`src/cpi_pkg.sv`:
```
package cpi_pkg;

  // Control that travels beside every transaction down the chain.
  typedef struct packed {
    logic       valid;
    logic [1:0] status;
  } ctl_t;

  localparam logic [1:0] STAT_OK      = 2'd0;
  localparam logic [1:0] STAT_NO_ROOT = 2'd1;
  localparam logic [1:0] STAT_FLAT    = 2'd2;

  // Result width and the quotient bits worked out by the divider chain.
  localparam int OUT_W  = 32;
  localparam int Q_BITS = OUT_W + 1;

endpackage

```
`src/cpi_div_cell.sv`:
```
module cpi_div_cell #(
  parameter int DivW = 8,
  parameter int TagW = 1
) (
  input  logic                        clk,
  input  logic                        rst_n,
  input  cpi_pkg::ctl_t               ctl_in,
  input  logic [DivW-1:0]             rem_in,
  input  logic [DivW-1:0]             den_in,
  input  logic [cpi_pkg::Q_BITS-1:0]  num_in,
  input  logic [cpi_pkg::Q_BITS-1:0]  quo_in,
  input  logic [TagW-1:0]             tag_in,
  output cpi_pkg::ctl_t               ctl_r,
  output logic [DivW-1:0]             rem_r,
  output logic [DivW-1:0]             den_r,
  output logic [cpi_pkg::Q_BITS-1:0]  num_r,
  output logic [cpi_pkg::Q_BITS-1:0]  quo_r,
  output logic [TagW-1:0]             tag_r
);
  import cpi_pkg::*;

  logic [DivW:0] rem2;
  logic          ge;
  logic [DivW:0] diff;

  // Shift in one numerator bit and subtract the divisor where it fits.
  always_comb begin
    rem2 = {rem_in, num_in[Q_BITS-1]};
    ge   = rem2 >= {1'b0, den_in};
    diff = ge ? (rem2 - {1'b0, den_in}) : rem2;
  end

  always_ff @(posedge clk) begin
    if (!rst_n) begin
      ctl_r <= '0;
    end else begin
      ctl_r <= ctl_in;
    end
  end

  always_ff @(posedge clk) begin
    rem_r <= diff[DivW-1:0];
    den_r <= den_in;
    num_r <= {num_in[Q_BITS-2:0], 1'b0};
    quo_r <= {quo_in[Q_BITS-2:0], ge};
    tag_r <= tag_in;
  end

endmodule

```
`config.mk`:
```
export PLATFORM = sky130hd
export DESIGN_NAME = cpi_div_cell
export DESIGN_NICKNAME = d
export VERILOG_FILES = /design/src/cpi_pkg.sv /design/src/cpi_div_cell.sv
export SDC_FILE = /design/constraint.sdc
export NUM_CORES = 1
export LEC_CHECK = 0
export BUFFER_PORTS_ARGS = -buffer_cell sky130_fd_sc_hd__buf_2
export CELL_PAD_IN_SITES_DETAIL_PLACEMENT = 0
export CELL_PAD_IN_SITES_GLOBAL_PLACEMENT = 1
export CORE_MARGIN = 2
export CORE_UTILIZATION = 28
export CTS_CLUSTER_SIZE = 40
export DETAILED_ROUTE_END_ITERATION = 10
export PLACE_DENSITY = 0.88
export SLEW_MARGIN = 0
export SYNTH_ARGS = -nofsm -noshare
export SYNTH_HDL_FRONTEND = slang
export SYNTH_SLANG_ARGS = --single-unit
```
`constraint.sdc`:
```
create_clock -name clk -period 2.9 [get_ports clk]
set_input_delay 0.58 -clock clk [delete_from_list [all_inputs] [get_ports clk]]
set_output_delay 0.58 -clock clk [all_outputs]
set_load 0.01 [all_outputs]
```
Word level (Yosys, flattened, before mapping)
Cells that the tools add are included. Widths: inputs -> output; s select.

$add $sub $neg: 1. Magnitude comparators: 1. Multiplexer cells: 1.

Operators with widths (count): $ge 9x8->1 (1); $mux 8 (1); $sub 8x8->8 (1).

Register bits after elaboration: 85. Input bits: 88. Output and inout bits: 86. Logic and storage cells: 10.

Longest topological paths before layout
Depth in word-level cells: 2. Gate-level depth with buffers: 8. Mapped depth without buffers: 8.

Least setup slack after synthesis
Ideal clock, no wire load.

Path kind: input-to-reg. From: input port num_in[32] (netlist name). To: register rem_r[6]. Setup time: 121 ps. Data arrival time: 2076 ps. Required time: 2779 ps. Slack: 703 ps. Cell stages on the path: 8. Path buffers: 0. Cells stage by stage: inv_1 ha_1 fa_1 nor2b_1 o31a_2 nor4_1 a311o_1 mux2_2.

Cells in the longest elaborated chain, start to end: 2. Elaborated cells on any way between the ends: 3. Classes of those cells: add/sub (1); order compare (1); mux (1).

RTL lines: start, declared (RTL line cpi_div_cell.sv:10) `input logic [cpi_pkg::Q_BITS-1:0] num_in,`; $sub 8x8->8 or $ge 9x8->1 (tied branches) (RTL line cpi_div_cell.sv:30, cpi_div_cell.sv:29); $mux 8 (*) (RTL line cpi_div_cell.sv:30) `diff = ge ? (rem2 - {1'b0, den_in}) : rem2;`; via diff[6] (RTL line cpi_div_cell.sv:24) `logic [DivW:0] diff;`; end signal, assigned (RTL line cpi_div_cell.sv:42) `rem_r <= diff[DivW-1:0];`; end, declared (RTL line cpi_div_cell.sv:14) `output logic [DivW-1:0] rem_r,`.

Mark *: on every way through the listed nets, which the timed path passes. The rest lies on a longest branch. A chain may end at the register's enable or synchronous reset.

Final worst setup path
From: input port rem_in[2]. To: register rem_r[4].

Cells in the longest elaborated chain, start to end: 2. Elaborated cells on any way between the ends: 3. Classes of those cells: add/sub (1); order compare (1); mux (1).

RTL lines: start, declared (RTL line cpi_div_cell.sv:8) `input logic [DivW-1:0] rem_in,`; $sub 8x8->8 or $ge 9x8->1 (tied branches) (RTL line cpi_div_cell.sv:30, cpi_div_cell.sv:29); $mux 8 (*) (RTL line cpi_div_cell.sv:30); via diff[4] (RTL line cpi_div_cell.sv:24).

Marked as above.

==> metrics.csv <==
stage,metric,value,unit
status,status,finished clean,
critical_path,path_max_fanout,8,
critical_path,max_stage_delay,0.43,ns
grt,top_usage_layer,met2,
floorplan,die_w,94.1,um
clocking,cts_htree_levels,3,
floorplan,fp-row-count,32,
placed_design,dp.cells,428,
pwr,p_per_area,692,nW/um^2
drt,routed_wl,5.66,mm
grt,antenna_found_initial,0,
floorplan,initial_utilization,29.1,%
clocking,path_clk_slew,0.10,ns
grt,grt_pass1_vias,1768,
critical_path,cp.arrival,2.29,ns
critical_path,endpoint_kind,flop,
drt,first_iter_violations,9,
worst_hold_path,hold_path.class,in2reg,
grt,grt_pass1_wl,8.00,mm
critical_path,path_class,in2reg,
grt,grt.total_usage,12.1,%
flow_run,maxCapViolations,0,
sta,fin_setup_tns,0,ns
yosys,synth.top_cell.area_share,74.9,%
clocking,postCtsResizedCells,0,
drt,drcViolationCount,0,
yosys,yosys.area.top_type,dfxtp_1,
grt,gr-usage-met1,11.6,%
yosys,ys_types,35,
cells_and_area,final_net_count,434,
sta,finalHoldViolCount,0,
yosys,synth_nets,255,
floorplan,io-pin-count,174,
clocking,postCtsSetupRepairBufs,0,
drt,antenna_left,0,
placed_design,portBuffers,171,
yosys,synthTopCellsByArea,"dfxtp_1 (75%), ha_1 (4.4%), mux2_2 (2.5%)",
critical_path,cp_slowest_cell,a41oi_4,
cells_and_area,drive_above_1_share,57.6,%
floorplan,dieArea,8850,um^2
worst_hold_path,whs_endpoint,num_r[28],
clocking,clk_path_buf_depth,2,
sta,period_needed,2.05,ns
pwr,power.leakage,1.76,nW
cells_and_area,diodes,0,
yosys,ys_warn_count,0,
drt,drtPass1Iterations,2,
clocking,ctsHoldBuffers,0,
clocking,clock-root-buffer,clkbuf_8,
cells_and_area,final_core_util,43.9,%
cells_and_area,nFillCells,759,
drt,wire_per_inst,12.7,um
worst_hold_path,hp-start,num_in[27],
yosys,ys_ff_latch,85,
grt,grt_overflow_total,0,
sta,hold_ws,0.319,ns
floorplan,coreArea,7810,um^2
cells_and_area,fin_cells,444,
clocking,cts_tree,built,
drt,vias_per_cell,4.05,
yosys,synthCells,158,
grt,use_met3,5.30,%
grt,grt_max_degree,19,
cells_and_area,syn_to_final_growth,51.0,%
sta,rsz0062_at_grt,no,
pwr,finalPower,0.00238,W
grt,use_met2,22.0,%
placed_design,dpl.hpwl,4.59,mm
critical_path,crit_path_start_kind,input port,
placed_design,gp_congestion,0.724,
drt,num_vias,1796,
critical_path,crit_required,3.14,ns
pwr,vdd_drop_max,208,uV
sta,maxSlewViolCount,0,
sta,setup_violations,0,
sta,fin_crit_sh,70.5,%
clocking,numClockSinks,85,
worst_hold_path,worstHoldPathCells,1,
clocking,cts_made_buffers,9,
yosys,syn_area,2270,um^2
yosys,synth.avg_cell_area,14.4,um^2
yosys,synth.yosys.seq_area_share,74.9,%
critical_path,crit_chain,"buf_2, ha_1, a21o_1, a21oi_4, o21ai_2, a41oi_4, mux2_2",
floorplan,fp.dieH,94.1,um
sta,max_freq,489,MHz
==> sequential cells by signal, summed over array words and instances (netlist names) <==
name	flops
quo_r	33
num_r	32
den_r	8
rem_r	8
ctl_r	3
tag_r	1
==> cell usage in the layout, fill, tap and decap left out, types with 2 or more instances in the layout <==
| master | netlist | layout |
|---|---|---|
| a21o_1 | 3 | 3 |
| a21oi_1 | 3 | 3 |
| and2_1 | 3 | 3 |
| buf_2 | 0 | 171 |
| clkbuf_8 | 0 | 9 |
| clkinv_4 | 0 | 3 |
| clkinv_8 | 0 | 2 |
| dfxtp_1 | 85 | 85 |
| ha_1 | 8 | 8 |
| inv_1 | 13 | 13 |
| inv_8 | 0 | 2 |
| mux2_2 | 5 | 5 |
| mux2i_1 | 2 | 2 |
| nand2_1 | 2 | 2 |
| nand3_1 | 2 | 2 |
| nor2_1 | 3 | 3 |
| o21ai_0 | 4 | 4 |
| xnor2_1 | 2 | 2 |
==> metrics by stage <==
step | instance area [um^2] | worst slack (ns)
3_3_place_gp | 3230 | 0.483
3_5_place_dp | 3230 | 0.462
2_1_floorplan | 2270 | 0.703
6_report | 3430 | 0.854
4_1_cts | 3430 | 0.860
5_1_grt | 3430 | 0.793
==> worst max-delay path by stage <==
stage / endpoint / depth (start not counted) / from / slack, ns
3_3_place_gp: rem_r[4] / 7 / rem_in[2] / 0.48
5_1_grt: rem_r[4] / 7 / den_in[0] / 0.79
6_report: rem_r[4] / 7 / rem_in[2] / 0.85
4_1_cts: rem_r[6] / 7 / den_in[0] / 0.86
2_1_floorplan: rem_r[6] / 8 / num_in[32] / 0.70
3_5_place_dp: rem_r[4] / 7 / den_in[0] / 0.46
==> Yosys cell counts <==
cell type / count
o21a_1: 1
a211oi_1: 1
a311o_1: 1
nor3_1: 1
ha_1: 8
nor2b_1: 1
a41oi_4: 1
buf_4: 1
mux2i_1: 2
o21ai_0: 4
a41o_1: 1
or3_1: 1
nor3b_1: 1
a21o_1: 3
a31oi_1: 1
inv_1: 13
nor2_1: 3
o21ai_2: 1
a311oi_1: 1
fa_1: 1
nand3_1: 2
buf_6: 2
xnor2_1: 2
nor4_1: 1
xor2_1: 1
conb_1: 1
nand2_1: 2
mux2_2: 5
o31a_2: 1
dfxtp_1: 85
a21oi_4: 1
or2b_1: 1
a21oi_2: 1
and2_1: 3
a21oi_1: 3
==> kinds of logic (layout without fill, tap and decap cells) <==
family / Yosys count / count (layout) / share of synthesized area, %
muxes: 7 / 7 / 3.36
and+or+nand+nor: 16 / 16 / 3.80
adders and majority gates: 9 / 9 / 5.29
other: 1 / 1 / 0.165
buffers and inverters: 16 / 200 / 3.47
DFF: 85 / 85 / 74.9
xor gates and xnor gates: 3 / 3 / 1.16
AOI/OAI and AO/OA: 21 / 21 / 7.88
==> worst max-delay path, delay by kind of cell <==
kind            cells  cell delay [ns]
mux                 1             0.38
compound gates      4             0.88
buf+inv             1             0.11
fa+ha+maj           1             0.35
==> routing by layer <==
| metal | part of all wire [%] | vias to the layer above | wire length, um |
|---|---|---|---|
| li1 | - | 879 | - |
| met1 | 35 | 810 | 1990 |
| met2 | 52 | 99 | 2970 |
| met3 | 11 | 8 | 613 |
| met4 | 1.6 | 0 | 90 |
| met5 | 0 | - | 0 |
==> area by class of cell <==
class	instances	area, um^2	share of cell area [%]
sequential	85	1700	49.6
timing repair buffer	171	856	24.9
multi-input combinational	57	492	14.3
tap	102	128	3.72
clock buffer	9	124	3.61
clock inverter	7	81.3	2.37
inverter	13	48.8	1.42
==> report_power, final <==
group,internal (W),switching (W)
logic,0.000148,0.000151
registers,0.00125,0.0000167
clock network,0.000342,0.000473
total,0.00174,0.000640
(Power assumes the default switching activity.)
