==> src/cpi_pkg.sv <==
package cpi_pkg;

  // Control that travels beside every transaction down the chain.
  typedef struct packed {
    logic       valid;
    logic [1:0] status;
  } ctl_t;

  localparam logic [1:0] STAT_OK      = 2'd0;
  localparam logic [1:0] STAT_NO_ROOT = 2'd1;
  localparam logic [1:0] STAT_FLAT    = 2'd2;

  // Result width and the quotient bits worked out by the divider chain.
  localparam int OUT_W  = 32;
  localparam int Q_BITS = OUT_W + 1;

endpackage

==> src/cpi_sqrt_cell.sv <==
module cpi_sqrt_cell #(
  parameter int RootW = 8,
  parameter int RadW  = 16,
  parameter int TagW  = 1
) (
  input  logic                clk,
  input  logic                rst_n,
  input  cpi_pkg::ctl_t       ctl_in,
  input  logic [RootW:0]      rem_in,
  input  logic [RootW-1:0]    root_in,
  input  logic [RadW-1:0]     rad_in,
  input  logic [TagW-1:0]     tag_in,
  output cpi_pkg::ctl_t       ctl_r,
  output logic [RootW:0]      rem_r,
  output logic [RootW-1:0]    root_r,
  output logic [RadW-1:0]     rad_r,
  output logic [TagW-1:0]     tag_r
);
  import cpi_pkg::*;

  logic [RootW+2:0] rem2;
  logic [RootW+2:0] trial;
  logic             ge;
  logic [RootW+2:0] diff;

  // Bring down the next two radicand bits and try a one in the next root bit.
  always_comb begin
    rem2  = {rem_in, rad_in[RadW-1 -: 2]};
    trial = {1'b0, root_in, 2'b01};
    ge    = rem2 >= trial;
    diff  = ge ? (rem2 - trial) : rem2;
  end

  always_ff @(posedge clk) begin
    if (!rst_n) begin
      ctl_r <= '0;
    end else begin
      ctl_r <= ctl_in;
    end
  end

  always_ff @(posedge clk) begin
    rem_r  <= diff[RootW:0];
    root_r <= {root_in[RootW-2:0], ge};
    rad_r  <= {rad_in[RadW-3:0], 2'b00};
    tag_r  <= tag_in;
  end

endmodule

==> config.mk <==
export PLATFORM = sky130hd
export DESIGN_NAME = cpi_sqrt_cell
export DESIGN_NICKNAME = d
export VERILOG_FILES = /design/src/cpi_pkg.sv /design/src/cpi_sqrt_cell.sv
export SDC_FILE = /design/constraint.sdc
export NUM_CORES = 1
export LEC_CHECK = 0
export BUFFER_PORTS_ARGS = -buffer_cell sky130_fd_sc_hd__buf_2
export CAP_MARGIN = 15
export CORE_MARGIN = 3
export CORE_UTILIZATION = 25
export CTS_CLUSTER_DIAMETER = 100
export DETAILED_ROUTE_END_ITERATION = 10
export PLACE_DENSITY = 0.63
export SETUP_SLACK_MARGIN = 0.02
export SYNTH_ARGS = -nofsm -noshare
export SYNTH_HDL_FRONTEND = slang
export SYNTH_SLANG_ARGS = --single-unit
==> constraint.sdc <==
create_clock -name clk -period 4.9 [get_ports clk]
set_input_delay 0.735 -clock clk [delete_from_list [all_inputs] [get_ports clk]]
set_output_delay 0.735 -clock clk [all_outputs]
set_load 0.03 [all_outputs]
## Word level (Yosys, flattened, before mapping)

Index checks and enable logic that the tools add are counted.

- Register bits after elaboration: 35
- Input port bits: 39
- Output and inout port bits: 37
- Word-level logic and storage cells: 9

- Add/subtract/negate cells: 1
- Order comparisons: 1
- Multiplexer cells: 1

Operator list:

| kind | count |
|---|---|
| $ge 11x10->1 | 1 |
| $mux 9 | 1 |
| $sub 9x9->9 | 1 |

## Longest topological paths before layout

Gate-level depths: netlist of the first run.

- Word-level depth: 2
- Depth in mapped cells: 8
- Depth with buffers taken out: 7

## Worst setup path before layout of the first run

No wires, ideal clock.

- Path kind: input port to flip-flop
- From: input root_in[6]
- To: register rem_r[2]
- Library setup time: 121 ps
- Arrival: 2432 ps
- Setup slack: 2348 ps
- Stages: 7
- Path buffers: 0
- Cell sequence: inv_1 ha_1 a21o_1 a211o_1 a31o_1 a31oi_4 mux2_2

- Word-level cells in the longest chain between the ends: 2

Ends and longest elaborated chain:

| element | RTL line | text |
|---|---|---|
| from (decl) | cpi_sqrt_cell.sv:10 | `input logic [RootW-1:0] root_in,` |
| $ge 11x10->1 | cpi_sqrt_cell.sv:30 | `ge = rem2 >= trial;` |
| $mux 9 | cpi_sqrt_cell.sv:31 | `diff = ge ? (rem2 - trial) : rem2;` |
| net diff[2] | cpi_sqrt_cell.sv:24 | `logic [RootW+2:0] diff;` |
| to (signal assigned) | cpi_sqrt_cell.sv:43 | `rem_r <= diff[RootW:0];` |
| to (decl) | cpi_sqrt_cell.sv:14 | `output logic [RootW:0] rem_r,` |

The timed path passes the listed nets, and every way through them passes these cells.
A chain may end at the register's enable or synchronous reset.

## Worst setup path in the final report of the first run

- From: input rem_in[6]
- To: register rem_r[3]

- Word-level cells in the longest chain between the ends: 2

Ends and longest elaborated chain:

| element | RTL line | text |
|---|---|---|
| from (decl) | cpi_sqrt_cell.sv:9 | `input logic [RootW:0] rem_in,` |
| $ge 11x10->1 | cpi_sqrt_cell.sv:30 |  |
| $mux 9 | cpi_sqrt_cell.sv:31 |  |
| net diff[3] | cpi_sqrt_cell.sv:24 |  |

The timed path passes the listed nets, and every way through them passes these cells.

==> results of run 1 <==
## worst max-delay path, delay by kind of cell
family                     cells  cell delay [ps]
buffers and inverters          1              100
muxes                          1              380
AOI/OAI and AO/OA              4             1110
adders and majority gates      1              350
## worst min path at each step
stage                         to  cells past startpoint
2_1_floorplan  rad_r[10]$_DFF_P_                      0
3_3_place_gp    rad_r[2]$_DFF_P_                      1
3_5_place_dp    rad_r[2]$_DFF_P_                      1
4_1_cts        rad_r[12]$_DFF_P_                      1
5_1_grt         rad_r[2]$_DFF_P_                      1
6_report       rad_r[14]$_DFF_P_                      1
## cell families (layout without fill, tap and decap cells)
group | Yosys count | in the layout | share of synthesized area [%]
adder cells (fa/ha/maj) | 10 | 10 | 9.68
flip-flops | 35 | 35 | 54.2
AND/OR/NAND/NOR | 18 | 18 | 6.68
XOR/XNOR | 6 | 6 | 4.07
other | 1 | 2 | 0.290
multiplexers | 8 | 8 | 6.78
buffers and inverters | 15 | 93 | 4.94
AO/OA/AOI/OAI | 22 | 22 | 13.4
## layer usage
layer	vias up	part of all wire, %	global-route usage, %
li1	540	-	-
met3	7	12	4.76
met4	0	1.7	4.20
met5	-	0	0
met2	56	40	13.6
met1	438	46	11.6
## area by class of cell
class / instances / area (sq um)
Tap cell: 67 / 83.8
Multi-Input combinational cell: 66 / 532
Clock buffer: 6 / 82.6
Inverter: 12 / 45.0
Clock inverter: 2 / 35.0
Sequential cell: 35 / 701
Fill cell: 505 / 3000
Timing Repair Buffer: 73 / 365
## synth_stat cells (all sizes together) (3+ instances only)
cell type	count	area (sq um)
a21o	3	22.5
a21oi	5	25.0
and2	3	18.8
dfxtp	35	701
ha	10	125
inv	12	45.0
mux2	6	67.6
nand2	4	15.0
nor2	5	18.8
xnor2	5	43.8
## flip-flops by register name, summed over array words and instances, names as in the netlist
register and count:
ctl_r 3, rad_r 14, rem_r 9, root_r 8, tag_r 1
## where the power goes
group | internal [mW] | leakage [nW] | switching (mW) | total (mW)
logic | 0.0636 | 0.596 | 0.106 | 0.170
registers | 0.311 | 0.295 | 0.00529 | 0.316
clock network | 0.164 | 0.0612 | 0.0994 | 0.264
==> out/summary.txt, run 1 <==
Hold_sp = rad_in[12]
Critical-path cell list = buf_2 -> ha_1 -> a21o_1 -> a211o_1 -> a31o_1 -> a31oi_4 -> mux2_2
Final hold vios = 0
Setup Buffers After CTS = 0
CP Max Fanout = 9
Final Setup Violations = 0
Fin Setup TNS = 0 ps
Peak VDD IR = 0.138 mV
Vias per cell = 3.99
Warnings from Yosys = 0
Setup slack after layout = 2370 ps
Arrival @ worst endpoint = 2700 ps
Post-route cell area = 0.00184 sq mm
Placed insts = 253
Placer Congestion = 0.712
Via count = 1041
Core Area = 0.00485 sq mm
GRT Total Usage = 9.40%
FP Rows = 25
Clock Tree Buf Depth = 2
Final Total Pwr = 0.749 mW
CTS Sinks = 35
H-tree levels = 2
Gr ovfl total = 0
Distinct cells, synth = 31
Starting Density = 26.7%
Post-Syn Area = 0.00129 sq mm
Vias in the first global route = 993
Critical path capture point type = flop
Antenna cells = 0
Area delta synth->final = 42.7%
Non-Filler Instances = 261
Crit path time final = 2530 ps
Period utilisation layout = 51.6%
Die height = 77.9 microns
Number of nets in the layout = 242
Critical Path Sink = rem_r[3]$_DFF_P_
CP Data Required Time = 5070 ps
Async SR Flop Fraction = 0%
Number of remaining DRC errors = 0
RSZ-0062 raised after global routing = false
Setup crit start = rem_in[6]
1st-iter DRT viols = 25
CTS resizes = 0
Register area share after synthesis = 54.2%
Routed WL = 2.81 mm
Commonest non-fill, non-tap cell in the layout = buf_2
Drt wl/cell = 10.8 microns
Dpl ws = 2080 ps
Detailed Place HPWL = 2.21 mm
# IOs = 76
Synth Register Bits = 35
CP Launch Type = primary input
Pwr/cell area = 406 mW/mm^2
WHS = 556 ps
Num CTS Buffers = 5
Setup Crit Path Kind = primary input to flop
Largest net degree at the start of global routing = 12
ANT nets after route = 0
Dpl cell area = 0.00173 sq mm
# port buffers = 73
Top_reg_cell synth = dfxtp_1
Leakage = 0.952 nW
Initial antenna violation count = 0
Final cell utilization of the core = 38.0%
Maxcap violations = 0
First-pass GRT wire length = 4.46 mm
Worst path slowest cell = mux2_2
Clk slew on worst S/H paths = 70 ps
F_max = 395 MHz
DR pass1 iterations = 4
Layout cell share with drive strength beyond 1 = 46.9%
Final Max Slew Viols = 0
CTS tree = yes
Status = complete, no violations
Worst hold path type = primary input to flop
CTS Root Cell = clkbuf_8
Syn Inst Count = 115
Worst stage delay on the critical path = 380 ps
Most frequent cells in the layout = buf_2, dfxtp_1, inv_1
Full die area = 0.00607 sq mm
Number of flops mapped to enable cells by yosys = 0
Cts hold-fix bufs = 0
Die W = 77.9 microns
Mapped Avg Cell Area = 11.2 sq um
(Power assumes the default switching activity.)
==> run 2: changes to the inputs <==
--- a/config.mk
+++ b/config.mk
@@ -11,7 +11,7 @@
 export CORE_UTILIZATION = 25
 export CTS_CLUSTER_DIAMETER = 100
 export DETAILED_ROUTE_END_ITERATION = 10
-export PLACE_DENSITY = 0.63
+export PLACE_DENSITY = 0.65
 export SETUP_SLACK_MARGIN = 0.02
 export SYNTH_ARGS = -nofsm -noshare
 export SYNTH_HDL_FRONTEND = slang
==> constraint.sdc (replaced) <==
create_clock -name clk -period 2.3 [get_ports clk]
set_input_delay 0.345 -clock clk [delete_from_list [all_inputs] [get_ports clk]]
set_output_delay 0.345 -clock clk [all_outputs]
set_load 0.03 [all_outputs]
==> out/summary.txt, run 2 (synthesized netlist as in run 1, its figures left out) <==
Status = complete, no violations
Max reg flops = 14
CTS Sinks = 35
Die height = 77.9 microns
Fin Setup TNS = 0 ps
Arrival @ worst endpoint = 2140 ps
Largest register by flop count = rad_r
Drt wl/cell = 10.5 microns
CTS resizes = 0
Setup Crit Path Kind = primary input to flop
ANT nets after route = 0
Antenna cells = 0
Via count = 1065
Final Max Slew Viols = 0
Critical path capture point type = flop
Worst path slowest cell = mux2_2
CTS tree = yes
Gr ovfl total = 0
Most frequent cells in the layout = buf_2, dfxtp_1, inv_1
Initial antenna violation count = 0
Largest registers = rad_r (14), rem_r (9), root_r (8)
CP Data Required Time = 2470 ps
Number of nets in the layout = 248
Largest net degree at the start of global routing = 13
Final hold vios = 0
Routed WL = 2.79 mm
Clock Tree Buf Depth = 2
Worst path top cell family by delay = compound AO/OA/AOI/OAI gates
Final Setup Violations = 0
Filler cells = 508
Placer Congestion = 0.835
Period utilisation layout = 85.6%
DR pass1 iterations = 4
H-tree levels = 2
Starting Density = 26.7%
First-pass GRT wire length = 4.29 mm
Pwr/cell area = 848 mW/mm^2
Placed insts = 259
Setup Buffers After CTS = 0
# IOs = 76
Crit path time final = 1970 ps
CTS Root Cell = clkbuf_8
Cts hold-fix bufs = 0
Detailed Place HPWL = 2.22 mm
Non-Filler Instances = 267
Commonest non-fill, non-tap cell in the layout = buf_2
Maxcap violations = 0
CP Max Fanout = 8
Worst hold path type = primary input to flop
Vias in the first global route = 1014
1st-iter DRT viols = 12
Critical-path cell list = buf_2 -> ha_1 -> a21o_1 -> a211o_1 -> a31o_1 -> a31oi_4 -> mux2_2
Leakage = 0.978 nW
Layout cell share with drive strength beyond 1 = 48.5%
Clk slew on worst S/H paths = 70 ps
Die W = 77.9 microns
Dpl cell area = 0.00177 sq mm
RSZ-0062 raised after global routing = false
Area delta synth->final = 45.8%
FP Rows = 25
Vias per cell = 3.99
Peak VDD IR = 0.346 mV
Full die area = 0.00607 sq mm
Post-route cell area = 0.00188 sq mm
Core Area = 0.00485 sq mm
# port buffers = 73
F_max = 508 MHz
GRT Total Usage = 8.98%
Number of remaining DRC errors = 0
CP Launch Type = primary input
Num CTS Buffers = 5
Setup slack after layout = 331 ps
Crit path buf inv count = 1
Dpl ws = 34.5 ps
Worst stage delay on the critical path = 380 ps
==> run 2: cell types whose count changed in the layout (fill, tap and decap cells not counted), sizes merged <==
cell    delta
buf        +6
clkinv     +1
clkbuf     -1
==> run 2: metal layers <==
layer | wire length (microns) | global-route usage [%]
met2 | 1240 | 14.5
met4 | 19 | 3.67
met1 | 1190 | 10.0
met3 | 344 | 4.52
met5 | 0 | 0
==> run 2: power by group <==
| group | internal [mW] | switching [mW] | leakage, nW |
|---|---|---|---|
| registers | 0.661 | 0.0114 | 0.295 |
| clock network | 0.323 | 0.229 | 0.0581 |
| logic | 0.146 | 0.227 | 0.625 |
==> run 2: area by class of cell <==
type,instances,area (sq um),share of cell area (%)
flip-flops and latches,35,701,37.2
multi-input cells,66,532,28.2
repair buffers,79,410,21.8
well taps,67,83.8,4.45
clock buffers,5,68.8,3.65
inverters,12,45.0,2.39
clock inverters,3,43.8,2.32
==> run 2: final timing paths <==
check                  from               end  cells after the start
setup / recovery  rem_in[6]  rem_r[2]$_DFF_P_                      7
hold / removal    rad_in[5]  rad_r[7]$_DFF_P_                      1
==> run 2: per-stage QoR <==
step | power, mW | hold WS [ps] | utilization (%)
finish | 1.60 | 162 | 38.9
global route | 1.68 | 142 | 38.9
CTS | 1.63 | 149 | 38.9
detailed placement | 1.06 | 449 | 36.5
global placement | 1.06 | 447 | 36.5
floorplan | 0.940 | 373 | -
